`config.mk`:
```
export PLATFORM = sky130hd
export DESIGN_NAME = form_urlencoded_decoder
export DESIGN_NICKNAME = d
export VERILOG_FILES = /design/src/rtl/fud_pkg.sv /design/src/rtl/fud_front.sv /design/src/rtl/fud_queue.sv /design/src/rtl/fud_back.sv /design/src/rtl/form_urlencoded_decoder.sv
export SDC_FILE = /design/constraint.sdc
export NUM_CORES = 1
export LEC_CHECK = 0
export BUFFER_PORTS_ARGS = -buffer_cell sky130_fd_sc_hd__buf_2
export CAP_MARGIN = 15
export CORE_MARGIN = 1.5
export CORE_UTILIZATION = 65
export DETAILED_ROUTE_END_ITERATION = 12
export GPL_TIMING_DRIVEN = 0
export PLACE_DENSITY_LB_ADDON = 0.15
export SKIP_CTS_REPAIR_TIMING = 1
export SLEW_MARGIN = 20
export SYNTH_ARGS = -nofsm -noshare
export SYNTH_HDL_FRONTEND = slang
export SYNTH_SLANG_ARGS = --single-unit
```
`constraint.sdc`:
```
create_clock -name clk_i -period 5.7 [get_ports clk_i]
set_input_delay 0 -clock clk_i [delete_from_list [all_inputs] [get_ports clk_i]]
set_output_delay 0 -clock clk_i [all_outputs]
set_load 0.02 [all_outputs]
```
`src/rtl/fud_pkg.sv`:
```
// Shared types, codes and helpers for the form-urlencoded decoder.
// No dependencies; every other file in rtl imports this package.
package fud_pkg;

  typedef enum logic [1:0] {
    KIND_DATA  = 2'd0,
    KIND_CLOSE = 2'd1,
    KIND_ERROR = 2'd2
  } fud_kind_e;

  typedef enum logic [1:0] {
    PHASE_NONE  = 2'd0,
    PHASE_FIRST = 2'd1,
    PHASE_SECND = 2'd2
  } fud_phase_e;

  localparam logic [7:0] CHAR_PLUS    = 8'h2B;
  localparam logic [7:0] CHAR_PERCENT = 8'h25;
  localparam logic [7:0] CHAR_EQUALS  = 8'h3D;
  localparam logic [7:0] CHAR_AMP     = 8'h26;
  localparam logic [7:0] CHAR_SPACE   = 8'h20;

  typedef struct packed {
    fud_kind_e  kind;
    logic [7:0] data;
    logic       side;
    logic       last;
  } fud_result_t;

  // One queue entry holds every result caused by one input beat.
  typedef struct packed {
    logic        two;
    fud_result_t r0;
    fud_result_t r1;
  } fud_entry_t;

  typedef struct packed {
    logic       ok;
    logic [3:0] nib;
  } fud_hex_t;

  function automatic fud_hex_t hex_val(input logic [7:0] b);
    fud_hex_t h;
    h.ok  = 1'b1;
    h.nib = 4'd0;
    if (b >= 8'h30 && b <= 8'h39) begin
      h.nib = 4'(b - 8'h30);
    end else if (b >= 8'h41 && b <= 8'h46) begin
      h.nib = 4'(b - 8'h41 + 8'd10);
    end else if (b >= 8'h61 && b <= 8'h66) begin
      h.nib = 4'(b - 8'h61 + 8'd10);
    end else begin
      h.ok = 1'b0;
    end
    return h;
  endfunction

endpackage

```
`src/rtl/fud_front.sv`:
```
// Front end: classifies each body byte, updates the decode state and
// packs the resulting one or two results into a queue entry. Uses fud_pkg.
module fud_front (
  input  logic              clk_i,
  input  logic              rst_ni,
  input  logic              accept_i,
  input  logic [7:0]        in_byte_i,
  input  logic              body_end_i,
  output logic              push_o,
  output fud_pkg::fud_entry_t entry_o
);
  import fud_pkg::*;

  logic       value_side_q, value_side_d;
  fud_phase_e phase_q, phase_d;
  logic [3:0] high_nib_q, high_nib_d;
  logic       discard_q, discard_d;

  fud_hex_t    hx;
  fud_result_t r0, r1;
  logic [1:0]  n;
  logic        err;

  assign hx = hex_val(in_byte_i);

  always_comb begin
    value_side_d = value_side_q;
    phase_d      = phase_q;
    high_nib_d   = high_nib_q;
    discard_d    = discard_q;
    r0  = '{kind: KIND_DATA, data: 8'd0, side: 1'b0, last: 1'b0};
    r1  = r0;
    n   = 2'd0;
    err = 1'b0;
    if (discard_q) begin
      if (body_end_i) begin
        value_side_d = 1'b0;
        phase_d      = PHASE_NONE;
        high_nib_d   = 4'd0;
        discard_d    = 1'b0;
      end
    end else begin
      if (phase_q == PHASE_FIRST || phase_q == PHASE_SECND) begin
        if (!hx.ok) begin
          err = 1'b1;
        end else if (phase_q == PHASE_FIRST) begin
          high_nib_d = hx.nib;
          phase_d    = PHASE_SECND;
          err        = body_end_i;
        end else begin
          r0.data    = {high_nib_q, hx.nib};
          r0.side    = value_side_q;
          n          = 2'd1;
          phase_d    = PHASE_NONE;
          high_nib_d = 4'd0;
        end
      end else begin
        phase_d = PHASE_NONE;
        case (in_byte_i)
          CHAR_PLUS: begin
            r0.data = CHAR_SPACE;
            r0.side = value_side_q;
            n       = 2'd1;
          end
          CHAR_PERCENT: begin
            phase_d = PHASE_FIRST;
            err     = body_end_i;
          end
          CHAR_EQUALS: begin
            value_side_d = 1'b1;
          end
          CHAR_AMP: begin
            r0.kind      = KIND_CLOSE;
            n            = 2'd1;
            value_side_d = 1'b0;
          end
          default: begin
            r0.data = in_byte_i;
            r0.side = value_side_q;
            n       = 2'd1;
          end
        endcase
      end
      if (err) begin
        // drop any partial result, report once, then discard to end of body
        r0           = '{kind: KIND_ERROR, data: 8'd0, side: 1'b0, last: 1'b0};
        n            = 2'd1;
        value_side_d = 1'b0;
        phase_d      = PHASE_NONE;
        high_nib_d   = 4'd0;
        discard_d    = !body_end_i;
      end else if (body_end_i) begin
        if (n == 2'd0) begin
          r0.kind = KIND_CLOSE;
        end else begin
          r1.kind = KIND_CLOSE;
        end
        n            = n + 2'd1;
        value_side_d = 1'b0;
        phase_d      = PHASE_NONE;
        high_nib_d   = 4'd0;
        discard_d    = 1'b0;
      end
    end
    if (n == 2'd2) begin
      r1.last = 1'b1;
    end else begin
      r0.last = 1'b1;
    end
  end

  always_ff @(posedge clk_i or negedge rst_ni) begin
    if (!rst_ni) begin
      value_side_q <= 1'b0;
      phase_q      <= PHASE_NONE;
      high_nib_q   <= 4'd0;
      discard_q    <= 1'b0;
    end else if (accept_i) begin
      value_side_q <= value_side_d;
      phase_q      <= phase_d;
      high_nib_q   <= high_nib_d;
      discard_q    <= discard_d;
    end
  end

  assign push_o        = accept_i && (n != 2'd0);
  assign entry_o.two   = (n == 2'd2);
  assign entry_o.r0    = r0;
  assign entry_o.r1    = r1;

endmodule

```
`src/rtl/fud_queue.sv`:
```
// Small FIFO of result entries between front and back end.
// Uses fud_pkg for the entry type; depth comes from the top level.
module fud_queue #(
  parameter int Depth = 4
) (
  input  logic                clk_i,
  input  logic                rst_ni,
  input  logic                push_i,
  input  fud_pkg::fud_entry_t entry_i,
  input  logic                pop_i,
  output fud_pkg::fud_entry_t head_o,
  output logic                empty_o,
  output logic                full_o
);
  import fud_pkg::*;

  localparam int PtrW = (Depth > 1) ? $clog2(Depth) : 1;
  localparam int CntW = $clog2(Depth + 1);
  localparam logic [PtrW-1:0] LastIdx = PtrW'(Depth - 1);

  fud_entry_t      slots_q [Depth];
  logic [PtrW-1:0] wr_q, rd_q;
  logic [CntW-1:0] cnt_q;
  logic            do_push, do_pop;

  assign empty_o = (cnt_q == '0);
  assign full_o  = (cnt_q == CntW'(Depth));
  assign do_push = push_i && !full_o;
  assign do_pop  = pop_i && !empty_o;
  assign head_o  = slots_q[rd_q];

  always_ff @(posedge clk_i) begin
    if (do_push) begin
      slots_q[wr_q] <= entry_i;
    end
  end

  always_ff @(posedge clk_i or negedge rst_ni) begin
    if (!rst_ni) begin
      wr_q  <= '0;
      rd_q  <= '0;
      cnt_q <= '0;
    end else begin
      if (do_push) begin
        wr_q <= (wr_q == LastIdx) ? '0 : wr_q + 1'b1;
      end
      if (do_pop) begin
        rd_q <= (rd_q == LastIdx) ? '0 : rd_q + 1'b1;
      end
      if (do_push && !do_pop) begin
        cnt_q <= cnt_q + 1'b1;
      end else if (do_pop && !do_push) begin
        cnt_q <= cnt_q - 1'b1;
      end
    end
  end

endmodule

```
`src/rtl/fud_back.sv`:
```
// Back end: unpacks queue entries into single result beats held in an
// output register. Uses fud_pkg for the entry and result types.
module fud_back (
  input  logic                clk_i,
  input  logic                rst_ni,
  input  fud_pkg::fud_entry_t head_i,
  input  logic                empty_i,
  output logic                pop_o,
  input  logic                out_stall_i,
  output logic                out_valid_o,
  output fud_pkg::fud_result_t out_o
);
  import fud_pkg::*;

  logic        valid_q, valid_d;
  logic        pend_q, pend_d;
  fud_result_t res_q, res_d;
  fud_result_t second_q, second_d;
  logic        load;

  always_comb begin
    valid_d  = valid_q;
    pend_d   = pend_q;
    res_d    = res_q;
    second_d = second_q;
    pop_o    = 1'b0;
    load     = !valid_q || !out_stall_i;
    if (load) begin
      if (pend_q) begin
        res_d   = second_q;
        valid_d = 1'b1;
        pend_d  = 1'b0;
      end else if (!empty_i) begin
        pop_o    = 1'b1;
        res_d    = head_i.r0;
        second_d = head_i.r1;
        valid_d  = 1'b1;
        pend_d   = head_i.two;
      end else begin
        valid_d = 1'b0;
      end
    end
  end

  always_ff @(posedge clk_i or negedge rst_ni) begin
    if (!rst_ni) begin
      valid_q <= 1'b0;
      pend_q  <= 1'b0;
    end else begin
      valid_q <= valid_d;
      pend_q  <= pend_d;
    end
  end

  always_ff @(posedge clk_i) begin
    res_q    <= res_d;
    second_q <= second_d;
  end

  assign out_valid_o = valid_q;
  assign out_o       = res_q;

endmodule

```
`src/rtl/form_urlencoded_decoder.sv`:
```
// Top level of the streaming x-www-form-urlencoded percent decoder.
// Depends on fud_pkg, fud_front, fud_queue and fud_back.
//
//  channel | direction | handshake               | payload
//  --------+-----------+-------------------------+------------------------------------
//  in      | input     | in_valid_i / in_stall_o | in_byte_i, body_end_i
//  out     | output    | out_valid_o/out_stall_i | out_kind_o, out_byte_o,
//          |           |                         | in_value_part_o, last_of_run_o
//
// One input beat is taken every cycle while the result queue has room; the
// front end decodes it in that same cycle. The back end delivers one result
// beat per cycle while out_stall_i is low, so a byte that causes two results
// costs the output side two beats, and the queue (QueueDepth entries) absorbs
// that. Results pass through the queue and then the output register. Reset clears
// the decode state, the queue and the output register at once. in_stall_o rises
// only when the queue is full; out_stall_i holds the current result beat in place.
module form_urlencoded_decoder #(
  parameter int QueueDepth = 4
) (
  input  logic       clk_i,
  input  logic       rst_ni,
  input  logic       in_valid_i,
  output logic       in_stall_o,
  input  logic [7:0] in_byte_i,
  input  logic       body_end_i,
  output logic       out_valid_o,
  input  logic       out_stall_i,
  output logic [1:0] out_kind_o,
  output logic [7:0] out_byte_o,
  output logic       in_value_part_o,
  output logic       last_of_run_o
);
  import fud_pkg::*;

  logic        accept;
  logic        push, pop, q_empty, q_full;
  fud_entry_t  entry, head;
  fud_result_t res;

  // take a byte whenever the queue can hold what it may produce
  assign in_stall_o = q_full;
  assign accept     = in_valid_i && !q_full;

  fud_front u_front (
    .clk_i      (clk_i),
    .rst_ni     (rst_ni),
    .accept_i   (accept),
    .in_byte_i  (in_byte_i),
    .body_end_i (body_end_i),
    .push_o     (push),
    .entry_o    (entry)
  );

  fud_queue #(
    .Depth (QueueDepth)
  ) u_queue (
    .clk_i   (clk_i),
    .rst_ni  (rst_ni),
    .push_i  (push),
    .entry_i (entry),
    .pop_i   (pop),
    .head_o  (head),
    .empty_o (q_empty),
    .full_o  (q_full)
  );

  fud_back u_back (
    .clk_i       (clk_i),
    .rst_ni      (rst_ni),
    .head_i      (head),
    .empty_i     (q_empty),
    .pop_o       (pop),
    .out_stall_i (out_stall_i),
    .out_valid_o (out_valid_o),
    .out_o       (res)
  );

  assign out_kind_o      = res.kind;
  assign out_byte_o      = res.data;
  assign in_value_part_o = res.side;
  assign last_of_run_o   = res.last;

  // an error report always ends its run
  a_error_last: assert property (@(posedge clk_i) disable iff (!rst_ni)
    out_valid_o && out_kind_o == KIND_ERROR |-> last_of_run_o)
    else $error("error result not marked last");

  // non-data results carry a zero byte and key side
  a_ctrl_zero: assert property (@(posedge clk_i) disable iff (!rst_ni)
    out_valid_o && out_kind_o != KIND_DATA |-> out_byte_o == 8'd0 && !in_value_part_o)
    else $error("control result with payload");

  // a pop only happens when the queue has an entry to give
  a_pop_nonempty: assert property (@(posedge clk_i) disable iff (!rst_ni)
    pop |-> !q_empty)
    else $error("pop from empty queue");

  // a full queue never takes a push
  a_no_overflow: assert property (@(posedge clk_i) disable iff (!rst_ni)
    q_full |-> !push)
    else $error("push into full queue");

endmodule

```
Word level (Yosys, flattened, before mapping)
Memories as Yosys holds them, arrays and structs flattened.
Cells that the tools add are included.
Widths: inputs -> output; s select.

cells by class
  add/sub/neg operators = 10
  multiply operators = 0
  divide/modulo/power cells = 0
  magnitude comparators = 6
  eq/ne operators = 14
  shifts and indexed selects = 0
  muxes and demuxes = 74
  bitwise logic cells = 2
  reduce and logical (&&, ||, !) cells = 32

operators with widths
  operator             number
  $mux 2               20
  $mux 4               10
  $mux 12              3
  $mux 1               33
  $eq 8x6->1 const B   4
  $mux 9               3
  $pmux 9 s2           1
  $ge 8x7->1 const B   2
  $le 8x7->1 const B   2
  $sub 4x1->4 const B  3
  $mux 10              1
  $logic_and 1x1->1    9
  $add 4x4->4 const B  2
  $eq 2x2->1 const B   4
  $ge 8x6->1 const B   1
  $le 8x6->1 const B   1
  $reduce_and 4->1     2
  $logic_not 1->1      7
  $add 2x1->2 const B  3
  $mux 3               2
  $reduce_and 3->1     2
  $reduce_bool 3->1    2
  $ne 2x2->1 const B   2
  $ne 4x3->1 const B   1
  15 further kinds     18

storage, ports and cells
  register bits = 41
  bits in latches = 0
  RAM bits = 64
  memory bits (read-only) = 0
  input bits = 13
  output and inout bits = 14
  memories = 1

memory list
  memory           words  width  read ports  clocked after Yosys merged registers in  write ports  RTL line         text
  u_queue.slots_q  4      16     1           0                                        1            fud_queue.sv:21  fud_entry_t slots_q [Depth];

Depth between registers and ports, before layout
Gate-level depths: netlist (run 1).

  depth in word-level cells = 19
  mapped depth = 18
  gate-level depth less buffers = 17

Hierarchy
Synthesis (run 1) repeated with hierarchy kept, for this count alone.

unflattened totals
  cell total of the unflattened synthesis = 359
  area total of the unflattened synthesis = 6,153.4 sq um

modules (own cells, without submodules)
  module                   instances  cells an instance  area an instance (sq um)
  fud_queue                1          168                4,052.6
  fud_front                1          142                1,068.5
  fud_back                 1          48                 1,018.5
  form_urlencoded_decoder  1          1                  13.8

Worst setup path before layout (run 1)
OpenSTA, ideal clock, no wires.

  path kind = register -> register
  from = reg u_front.phase_q[0]
  to = reg u_queue.cnt_q[1]
  library setup time = 0.125 ns
  arrival time = 3.083 ns
  required time = 5.575 ns
  setup slack = 2.492 ns
  stages on the path, launching flop included = 15
  period minus slack after synthesis = 3.208 ns
  cells stage by stage = dfrtp_1 > ha_1 > clkbuf_1 > nand2_1 > nor2_1 > and2_1 > a21oi_1 > ha_1 > nor2_1 > o21ai_0 > o31a_4 > ha_1 > inv_1 > fa_1 > mux2_2

between the ends
  longest elaborated chain between the ends = 15
  elaborated cells on any way between the ends = 23

RTL lines
  what                                RTL line                          text
  start, declared                     fud_front.sv:15                   fud_phase_e phase_q, phase_d;
  start signal, assigned              fud_front.sv:120                  phase_q <= phase_d;
  $eq 2x1->1                          fud_front.sv:43, fud_front.sv:46
  $mux 1                              fud_front.sv:46                   end else if (phase_q == PHASE_FIRST) begin
  $mux 2                              fud_front.sv:44                   if (!hx.ok) begin
  $mux 2                              fud_front.sv:43                   if (phase_q == PHASE_FIRST || phase_q == PHASE_SECND) begin
  $mux 2                              fud_front.sv:35                   if (discard_q) begin
  $add 2x1->2                         fud_front.sv:98                   n = n + 2'd1;
  $mux 2                              fud_front.sv:92                   end else if (body_end_i) begin
  $mux 2 *                            fud_front.sv:84                   if (err) begin
  $mux 2 *                            fud_front.sv:35
  $reduce_bool 2->1 *                 fud_front.sv:126                  assign push_o = accept_i && (n != 2'd0);
  $logic_and 1x1->1 *                 fud_front.sv:126
  $logic_and 1x1->1 *                 fud_queue.sv:28                   assign do_push = push_i && !full_o;
  via u_queue.do_push                 fud_queue.sv:24                   logic do_push, do_pop;
  $logic_not 1->1                     fud_queue.sv:52                   end else if (do_pop && !do_push) begin
  $logic_and 1x1->1                   fud_queue.sv:52
  $reduce_bool 2->1 (no source line)  --
  end signal, assigned                fud_queue.sv:51                   cnt_q <= cnt_q + 1'b1;
  end signal, assigned                fud_queue.sv:53                   cnt_q <= cnt_q - 1'b1;
  end, declared                       fud_queue.sv:23                   logic [CntW-1:0] cnt_q;

The timed path passes the listed nets; every way through them passes the cells marked *. The select of a mux whose other input is x is not followed.
A chain may end at the register's enable or synchronous reset.

Worst setup path after layout (run 1)
Ends and elaborated chain as after synthesis.

==> results of run 1 <==
[Yosys cell counts, types with 2 or more instances]
cell type | number | area, µm²
edfxtp_1 | 70 | 2100
nor3_1 | 3 | 15.0
and3_2 | 2 | 15.0
a32oi_1 | 5 | 43.8
o221a_2 | 2 | 22.5
a21oi_1 | 11 | 55.1
and2_1 | 2 | 12.5
a2bb2oi_1 | 2 | 17.5
mux4_2 | 14 | 315
inv_1 | 7 | 26.3
nor2b_1 | 13 | 81.3
nor4_1 | 3 | 18.8
nand2_1 | 17 | 63.8
nand4b_1 | 2 | 17.5
a32o_1 | 2 | 20.0
ha_1 | 13 | 163
o21ai_0 | 14 | 70.1
mux2_4 | 2 | 30.0
clkbuf_1 | 11 | 41.3
xor2_1 | 2 | 17.5
dfrtp_1 | 17 | 425
and2_2 | 4 | 30.0
a21o_1 | 3 | 22.5
mux2_2 | 5 | 56.3
nor3b_1 | 4 | 30.0
o21bai_1 | 2 | 15.0
xnor2_1 | 2 | 17.5
nand3_1 | 2 | 10.0
o22ai_1 | 2 | 12.5
nor2_1 | 22 | 82.6
or2_2 | 3 | 18.8
nand2b_1 | 3 | 18.8
[logic make-up after synthesis]
logic type                 after synthesis
and+or+nand+nor                         89
DFF                                     87
AOI/OAI and AO/OA                       51
muxes                                   22
buffers and inverters                   19
adders and majority gates               14
xor gates and xnor gates                 4
[worst max-delay path: cells and delay by family (launching register included)]
| kind | cells | cell delay [ps] |
|---|---|---|
| buffers and inverters | 2 | 450 |
| AND/OR/NAND/NOR | 4 | 660 |
| AO/OA/AOI/OAI | 3 | 540 |
| multiplexers | 1 | 280 |
| flip-flops | 1 | 420 |
| adder cells (fa/ha/maj) | 4 | 1200 |
[placed cells by master, fill, tap and decap left out, types with 2 or more instances in the layout]
| master | n |
|---|---|
| a21o_1 | 3 |
| a32oi_1 | 5 |
| nor2_1 | 22 |
| and3_2 | 2 |
| clkbuf_1 | 12 |
| xnor2_1 | 2 |
| o221a_2 | 2 |
| nor3_1 | 3 |
| o22ai_1 | 2 |
| a21oi_1 | 11 |
| nor2b_1 | 13 |
| mux2_4 | 2 |
| clkbuf_8 | 9 |
| nor3b_1 | 4 |
| ha_1 | 13 |
| mux2_2 | 5 |
| xor2_1 | 2 |
| nand2_1 | 17 |
| nand2b_1 | 3 |
| a32o_1 | 2 |
| inv_1 | 7 |
| and2_1 | 2 |
| and2_2 | 4 |
| nand4b_1 | 2 |
| mux4_2 | 14 |
| edfxtp_1 | 70 |
| dlygate4sd3_1 | 2 |
| o21bai_1 | 2 |
| buf_2 | 26 |
| dfrtp_1 | 17 |
| nand3_1 | 2 |
| a2bb2oi_1 | 2 |
| o21ai_0 | 14 |
| or2_2 | 3 |
| nor4_1 | 3 |
| clkinvlp_4 | 3 |
[path summary, 6_finish.rpt]
kind                                        from                     to  slack (ps)  cells after the start
hold reg to reg            u_front.high_nib_q[3]  u_front.high_nib_q[3]         500                      2
setup reg to reg              u_front.phase_q[0]       u_queue.cnt_q[1]        2050                     14
hold / removal                        in_valid_i      u_front.discard_q          40                      4
max in group asynchronous                 rst_ni  u_front.high_nib_q[3]        5250                      2
setup / recovery              u_front.phase_q[0]       u_queue.cnt_q[1]        2050                     14
min in group asynchronous                 rst_ni       u_queue.cnt_q[1]         120                      2
[where the power goes]
group	leakage [nW]	internal [mW]	switching (mW)
Sequential	0.863	0.873	0.0703
Clock	0.0891	0.205	0.223
Combinational	0.707	0.272	0.317
Total	1.66	1.35	0.610
[flip-flops by register name, summed over array words and instances (netlist names), 2 cells and up]
register,flops
u_back.out_o,12
u_queue.rd_q,2
u_back.second_q,2
u_queue.wr_q,2
u_queue.slots_q,56
u_front.phase_q,2
u_front.high_nib_q,4
u_queue.cnt_q,3
[per-layer routing]
metal  wire length, µm  vias to the layer above  global-route usage (%)  share of wire [%]
met5                 0                        -                       0                  0
met4                82                        0                    11.5                1.1
met3               293                        6                    4.29                4.0
met2              3730                       71                    41.8                 51
met1              3200                     1170                    30.9                 44
li1                  -                     1171                       -                  -
[final cells by class]
cell class / instances / share of cell area [%]
Timing Repair Buffer: 28 / 3.32
Clock buffer: 10 / 2.82
Tap cell: 75 / 2.08
Clock inverter: 6 / 1.55
Sequential cell: 87 / 55.9
Buffer: 12 / 0.997
Multi-Input combinational cell: 180 / 32.7
Inverter: 7 / 0.581
==> summary.md, run 1 <==
| Metric | Value |
|---|---|
| Total of warnings raised by yosys | 0 |
| Starting Density | between 60% and 70% |
| Main combinational cell family by area after synthesis | simple AND/OR/NAND/NOR gates |
| Clock root buffer | clkbuf_8 |
| Nets | between 300 and 400 |
| Post-route setup slack | a little over 2000 ps |
| Worst-path cell chain | ha_1 -> clkbuf_1 -> nand2_1 -> nor2_1 -> and2_1 -> a21oi_1 -> ha_1 -> nor2_1 -> o21ai_0 -> o31a_4 -> ha_1 -> inv_1 -> fa_1 -> mux2_2 |
| Yosys reg bits | between 80 and 90 |
| Synth Area in Simple Gates | between 10% and 20% |
| Post-synthesis mux area share | 10.1% |
| Critical path required time | just under 6000 ps |
| Ratio of cells with drive above 1 in the final layout | 23.3% |
| Total grt overflow | 0 |
| Post-synth EDFFs | 70 |
| Site Rows | 28 |
| Area share of fa/ha/maj cells after synthesis | 4.48% |
| Vias | ~2400 |
| RSZ-0062 raised after global routing | no |
| CTS tree | yes |
| Synthesized area | slightly above 4000 µm² |
| Setup-failing EPs final | 0 |
| Pwr/cell area | about 430 nW/µm² |
| Placed Cells | ~390 |
| Status | finished, final reports clean |
| First-pass GRT wire length | 11800 µm |
| Tot Pwr | roughly 2.0 mW |
| Antenna violations before repair | 0 |
| GP Congestion | between 0.8 and 0.9 |
| Count of cell types in the netlist | 52 |
| I/O pin count | 27 |
| Synth Net Count | ~310 |
| DRT iter0 DRCs | 138 |
| Setup TNS | 0 ps |
| Fin area | around 4500 µm² |
| Full die area | 6760 µm² |
| Layout Area Growth over Synthesis | 10.8% |
| WHS | 41.1 ps |
| DP HPWL | approximately 5300 µm |
| Crit-path slowest cell | dfrtp_1 |
| ANT cells | 0 |
| Port bufs | 26 |
| Drc violations | 0 |
| Clk pin slew, worst setup/hold paths | roughly 90 ps |
| Longest Clk Path Bufs | 2 |
| Pin count of the biggest net entering global routing | 18 |
| H-tree depth | 3 |
| Number of iterations in the first detailed-routing pass | 4 |
| CORE AREA | 5990 µm² |
| Top_reg_cell synth | edfxtp_1 |
| Slew margin rel. | approximately 29% |
| Drt wl/cell | 18.0 µm |
| Worst setup SP type | register |
| Max-cap violation count | 0 |
| CP arrival | between 3000 and 4000 ps |
| Die W | between 80 and 90 µm |
| Total track usage | about a quarter |
| Multi-input logic area | ~1500 µm² |
| Final Max Slew Viols | 0 |
| Final Routed Wirelength | around 7300 µm |
| Final cell count without fillers | approximately 400 |
| Final Cycle Share | 64.0% |
| FILL cells | between 300 and 400 |
| Final Util | between 70% and 80% |
| Die Y | between 80 and 90 µm |
| Post-DRT Antenna Nets | 0 |
| Worst IR Drop VDD | about 0.0003 V |
| Max incr delay on CP | 420 ps |
| Kind of critical path | register to register |
| F_max | 0.274 GHz |
| Share of flip-flops with an asynchronous set or reset | about a fifth |
| CTS buffer count | 9 |
| Clk Latency, worst-skew pair | ~360 ps |
| Synth Area in Compound Gates | between 8 and 9% |
| Sequential-to-total area share from yosys stat | 62.0% |
| Most used cell, CP | ha_1 |
| CTS sink count | a little under 90 |
| DR vias/cell | between 5 and 6 |
| Mapped Cells | approximately 290 |
| Hold crit path type | input port to register |
| Dpl ws | between 2000 and 2500 ps |
| Lkg Pwr | approximately 1.7 nW |
| Syn avg cell area | 14.3 µm² |
| Final clock skew | roughly 16 ps |
| Reg area | around 2500 µm² |
| Worst Max-Slew Pin Slew | ~1100 ps |
| Post-Synth XOR/XNOR Area | less than 1% |
| Worst-path maximum fanout | 9 |
| Hold Violations, Final | 0 |
| Minimum clock period | around 3600 ps |
| Post-DP Area | approximately 4300 µm² |
| Critical Path End Type | register |
| Number of global-route vias before repair | 2400 |
Note: power is estimated with default switching activity, not from simulation.
==> run 2, diff against run 1 <==
CORE_UTILIZATION = 54   (was 65)
clock period = 3.3 ns   (was 5.7 ns; I/O delays follow)
==> run 2 against run 1 <==
Compared with the run above:
- via count up 0.87%
- register-to-register slack worse by 1900 ps
- hold slack about the same
- critical path depth down 1
- sequential cell count unchanged
- sequential share of layout area down 0.78 points
- largest cell class unchanged
- total power up 68%
- global-route usage down 4.9 points
==> summary.md, run 2 (synthesized netlist as in run 1, its figures left out) <==
| Metric | Value |
|---|---|
| CP arrival | 3420 ps (-480 ps) |
| Final cell count without fillers | 432 (+6.7%) |
| H-tree depth | 3 (unchanged) |
| Total track usage | 19.7% (-4.9 points) |
| Crit Reg-Reg Startpoint | u_front.phase_q[0] |
| Final Routed Wirelength | 7400 µm (+1.2%) |
| Site Rows | 31 (+11%) |
| Commonest non-fill, non-tap cells in the layout | edfxtp_1, buf_2, nor2_1 |
| Drt wl/cell | 17.1 µm (-5.1%) |
| Worst Max-Slew Pin Slew | 946 ps (-114 ps) |
| Nets | 355 (+0.85%) |
| Hold path cells | 3 (-1) |
| Setup slack, reg-to-reg | 110 ps (-1950 ps) |
| Most common cell after layout, fill and taps aside | edfxtp_1 |
| Clk Latency, worst-skew pair | 340 ps (-20 ps) |
| Drc violations | 0 (unchanged) |
| CTS sink count | 87 (unchanged) |
| Layout Area Growth over Synthesis | 12.4% |
| Status | finished, final reports clean |
| Minimum clock period | 3190 ps (-455 ps) |
| I/O pin count | 27 (unchanged) |
| CTS tree | yes |
| Critical Path End Type | register |
| Final Cycle Share | 96.7% (+33 points) |
| CORE AREA | 7290 µm² (+22%) |
| Antenna violations before repair | 0 (unchanged) |
| Critical path required time | 3530 ps (-2420 ps) |
| Lkg Pwr | 1.68 nW (+0.96%) |
| RSZ-0062 raised after global routing | no |
| Final clock skew | 8.68 ps (-7.04 ps) |
| Number of global-route vias before repair | 2382 (-0.75%) |
| Worst-path maximum fanout | 6 (-3) |
| Final Max Slew Viols | 0 (unchanged) |
| Kind of critical path | register to register |
| Post-DRT Antenna Nets | 0 (unchanged) |
| Starting Density | 55.9% (-12 points) |
| Clock root buffer | clkbuf_8 |
| Placed Cells | 411 (+6.2%) |
| DR vias/cell | 5.65 (-5.4%) |
| FF-to-FF End | u_queue.cnt_q[1] |
| Longest Clk Path Bufs | 2 (unchanged) |
| Hold Startpoint | in_byte_i[0] |
| Number of iterations in the first detailed-routing pass | 4 (unchanged) |
| Pwr/cell area | 720 nW/µm² (+66%) |
| Post-DP Area | 4330 µm² (+0.70%) |
| FILL cells | 604 (+58%) |
| Tot Pwr | 3.30 mW (+68%) |
| GP Congestion | 0.895 (+1.5%) |
| Fin area | 4580 µm² (+1.4%) |
| Worst setup SP type | register |
| Max-cap violation count | 0 (unchanged) |
| Die Y | 89.9 µm (+9.4%) |
| ANT cells | 0 (unchanged) |
| Die W | 89.9 µm (+9.4%) |
| Largest register FFs | 56 (unchanged) |
| Hold crit path type | input port to register |
| Full die area | 8080 µm² (+20%) |
| Hold Violations, Final | 0 (unchanged) |
| Top register by number of flip-flops | u_queue.slots_q |
| Vias | 2439 (+0.87%) |
| Total grt overflow | 0 (unchanged) |
| DP HPWL | 5160 µm (-1.9%) |
| Slew margin rel. | 36.8% (+7.5 points) |
| CTS buffer count | 9 (unchanged) |
| Hold EP | u_front.high_nib_q[0] |
| First-pass GRT wire length | 12200 µm (+3.3%) |
| Clk pin slew, worst setup/hold paths | 80 ps (about the same) |
| R2R cell count | 13 (-1) |
| F_max | 0.313 GHz (+14%) |
| Port bufs | 26 (unchanged) |
| Setup-failing EPs final | 0 (unchanged) |
| DRT iter0 DRCs | 87 (-37%) |
| Worst IR Drop VDD | 0.000274 V (-8.2%) |
| Pin count of the biggest net entering global routing | 18 (unchanged) |
| Ratio of cells with drive above 1 in the final layout | 26.4% (+3.1 points) |
## run 2: final cells by class
cell class	count	area [µm²]	area share, %
Buffer	10	38.8	0.846
Clock inverter	3	20.0	0.437
Clock buffer	13	149	3.25
Inverter	7	26.3	0.573
Multi-Input combinational cell	180	1510	33.0
Timing Repair Buffer	33	188	4.10
Sequential cell	87	2530	55.1
Tap cell	99	124	2.70
## run 2: worst max path at each step
stage	start	to	slack [ps]	depth (start not counted)
floorplan	u_front.phase_q[0]	u_queue.cnt_q[1]	90	14
detailed placement	u_front.phase_q[0]	u_queue.cnt_q[1]	-280	14
finish	u_front.phase_q[0]	u_queue.cnt_q[1]	110	13
CTS	u_front.phase_q[0]	u_queue.cnt_q[1]	-290	14
global route	u_front.phase_q[0]	u_queue.cnt_q[1]	30	13
global placement	u_front.phase_q[0]	u_queue.cnt_q[1]	-240	14
## run 2: power by group
| group | switching [mW] | internal [mW] | leakage, nW | total, mW |
|---|---|---|---|---|
| clock network | 0.344 | 0.294 | 0.0796 | 0.638 |
| logic | 0.552 | 0.482 | 0.733 | 1.03 |
| registers | 0.121 | 1.51 | 0.863 | 1.63 |
## run 2: metrics by stage
step / hold slack (ps) / setup slack [ps] / util (%) / TNS, ps
floorplan: -296 / 92.2 / - / 0
global placement: -10.8 / -240 / 59.4 / -379
detailed placement: -0.289 / -279 / 59.4 / -446
CTS: -373 / -288 / 61.7 / -487
global route: 65.0 / 31.0 / 62.9 / 0
finish: 41.4 / 108 / 62.9 / 0
## run 2: routing by layer
| layer | global-route usage [%] | vias up | part of all wire, % |
|---|---|---|---|
| met5 | 0 | - | 0 |
| met4 | 7.14 | 0 | 1.2 |
| met1 | 26.7 | 1197 | 46 |
| li1 | - | 1178 | - |
| met2 | 32.4 | 55 | 49 |
| met3 | 3.47 | 9 | 3.6 |
## run 2: worst max-delay path, cell delays in order (launching register included)
cell and delay, ps:
dfrtp_1 450, ha_4 330, nand2_2 90, nor2_4 150, and2_4 160, a21oi_1 70
ha_1 310, nor2_1 110, o21ai_0 100, o31a_4 380, ha_2 200, inv_2 60
fa_1 390, mux2_2 280
==> run 3, diff against run 2 <==
CORE_UTILIZATION = 51   (was 54)
==> run 3 against run 2 <==
Compared with the run above:
- wire length grew 2.7%
- global-route usage shrank 0.43 points
- register-to-register slack gained 50 ps
- total power grew 4.1%
- fmax grew 1.5%
- worst setup slack gained 47 ps
- critical path depth is the same
- first-iteration DRC count shrank 11%
==> summary.md, run 3 (synthesized netlist as in run 1, its figures left out) <==
| Metric | Value |
|---|---|
| Post-DRT Antenna Nets | 0 (unchanged) |
| Worst-path maximum fanout | 8 (+2) |
| Clock root buffer | clkbuf_8 |
| Pwr/cell area | 745 nW/µm² (+3.4%) |
| Crit-path slowest cell | dfrtp_1 |
| Critical Path End Type | register |
| Final Util | 59.7% (-3.2 points) |
| Layout Area Growth over Synthesis | 13.1% |
| Nets | 352 (-0.85%) |
| CTS sink count | 87 (unchanged) |
| Minimum clock period | 3150 ps (-47.1 ps) |
| Lkg Pwr | 1.69 nW (+1.1%) |
| Port bufs | 26 (unchanged) |
| Total grt overflow | 0 (unchanged) |
| Buf/Inv on CP | 1 (unchanged) |
| Site Rows | 32 (+3.2%) |
| Antenna violations before repair | 0 (unchanged) |
| RSZ-0062 raised after global routing | no |
| Hold Violations, Final | 0 (unchanged) |
| Top register by number of flip-flops | u_queue.slots_q |
| Critical path required time | 3530 ps (about the same) |
| Pin count of the biggest net entering global routing | 18 (unchanged) |
| First-pass GRT wire length | 12500 µm (+2.1%) |
| Hold Startpoint | in_byte_i[0] |
| F_max | 0.318 GHz (+1.5%) |
| Worst-path cell chain | ha_4 -> nand2_2 -> nor2_4 -> and2_4 -> a21oi_1 -> ha_1 -> nor2_1 -> o21ai_1 -> o31a_4 -> ha_2 -> inv_2 -> fa_1 -> mux2_2 |
| Final Routed Wirelength | 7590 µm (+2.7%) |
| Stages on the worst setup path | 13 (unchanged) |
| Total track usage | 19.3% (-0.43 points) |
| Full die area | 8540 µm² (+5.7%) |
| Vias | 2444 (+0.21%) |
| CTS buffer count | 9 (unchanged) |
| Die Y | 92.4 µm (+2.8%) |
| Number of global-route vias before repair | 2427 (+1.9%) |
| Crit Reg-Reg Startpoint | u_front.phase_q[0] |
| Worst Max-Slew Pin Slew | 849 ps (-97.1 ps) |
| Worst setup SP type | register |
| Worst IR Drop VDD | 0.000248 V (-9.5%) |
| Reg area | 2530 µm² (unchanged) |
| Multi-input logic area | 1510 µm² (unchanged) |
| Drt wl/cell | 17.6 µm (+2.7%) |
| Setup TNS | 0 ps (unchanged) |
| Clk pin slew, worst setup/hold paths | 90 ps (about the same) |
| Final clock skew | 9.14 ps (+0.469 ps) |
| Setup-failing EPs final | 0 (unchanged) |
| CP startpoint | u_front.phase_q[0] |
| Slew margin rel. | 43.3% (+6.5 points) |
| CP top delay family | adder cells |
| Final Cycle Share | 95.3% (-1.4 points) |
| Hold crit path type | input port to register |
| Starting Density | 52.8% (-3.2 points) |
| CORE AREA | 7730 µm² (+6.0%) |
| Ratio of cells with drive above 1 in the final layout | 26.7% (+0.24 points) |
| DP HPWL | 5190 µm (+0.60%) |
| Commonest non-fill, non-tap cells in the layout | edfxtp_1, buf_2, nor2_1 |
| R2R cell count | 13 (unchanged) |
| Clk Latency, worst-skew pair | 340 ps (about the same) |
| Final Max Slew Viols | 0 (unchanged) |
| DR vias/cell | 5.66 (+0.21%) |
| Most common cell after layout, fill and taps aside | edfxtp_1 |
| Number of iterations in the first detailed-routing pass | 4 (unchanged) |
| Kind of critical path | register to register |
| CP arrival | 3380 ps (-40 ps) |
| CTS tree | yes |
| Die W | 92.4 µm (+2.8%) |
| Longest Clk Path Bufs | 2 (unchanged) |
| ANT cells | 0 (unchanged) |
| Status | finished, final reports clean |
| Largest register FFs | 56 (unchanged) |
| Drc violations | 0 (unchanged) |
| Max incr delay on CP | 440 ps (about the same) |
| GP Congestion | 0.877 (-2.0%) |
| Max-cap violation count | 0 (unchanged) |
| I/O pin count | 27 (unchanged) |
| DRT iter0 DRCs | 77 (-11%) |
| FILL cells | 609 (+0.83%) |
| H-tree depth | 3 (unchanged) |
| Hold path cells | 3 (unchanged) |
==> run 3: cell count changes in the layout (fill, tap and decap cells not counted), sizes merged <==
cell,before,now
buf,32,29
bufinv,0,1
clkbuf,22,21
clkinv,1,3
clkinvlp,2,0
==> run 3: through the flow <==
step | setup slack, ps | std cells | instance area, µm² | power (mW) | hold WS [ps]
3_3_place_gp | -243 | 414 | 4340 | 2.65 | -31.5
2_1_floorplan | 92.2 | 286 | 4080 | 2.39 | -296
6_report | 155 | 432 | 4610 | 3.44 | 35.0
3_5_place_dp | -250 | 414 | 4340 | 2.68 | -26.7
5_1_grt | 6.52 | 432 | 4610 | 3.63 | 34.8
4_1_cts | -273 | 430 | 4550 | 3.45 | -406
==> run 3: layout make-up <==
cell class / count / share of cell area (%)
clock inverter: 4 / 1.14
inverter: 7 / 0.570
timing repair buffer: 30 / 3.58
buffer: 10 / 0.841
clock buffer: 12 / 3.58
sequential: 87 / 54.8
multi-input combinational: 180 / 32.7
tap: 102 / 2.77
==> run 3: power breakdown <==
group          switching (mW)  internal (mW)  total, mW  leakage (nW)
Sequential              0.118           1.51       1.62         0.863
Clock                   0.373          0.414      0.787         0.113
Combinational           0.550          0.474       1.02         0.718
==> run 3: final timing paths <==
path	end	slack [ps]
hold reg to reg	u_front.high_nib_q[0]	500
setup reg to reg	u_queue.cnt_q[1]	150
setup / recovery	u_queue.cnt_q[1]	150
hold / removal	u_front.high_nib_q[0]	40
max in group asynchronous	u_front.high_nib_q[3]	2850
min in group asynchronous	u_queue.wr_q[0]	130
==> run 3: per-layer routing <==
metal / vias to the layer above / GRT usage [%] / wire length, µm / part of all wire, %
met5: - / 0 / 0 / 0
met4: 0 / 7.05 / 50 / 0.66
met3: 4 / 3.69 / 356 / 4.7
met2: 65 / 30.4 / 3680 / 48
met1: 1199 / 26.8 / 3510 / 46
li1: 1176 / - / - / -
==> run 3: tightest hold or removal path, delay by kind of cell <==
kind	cells	cell delay, ps
buf+inv	1	150
compound gates	1	60
xor+xnor	1	120
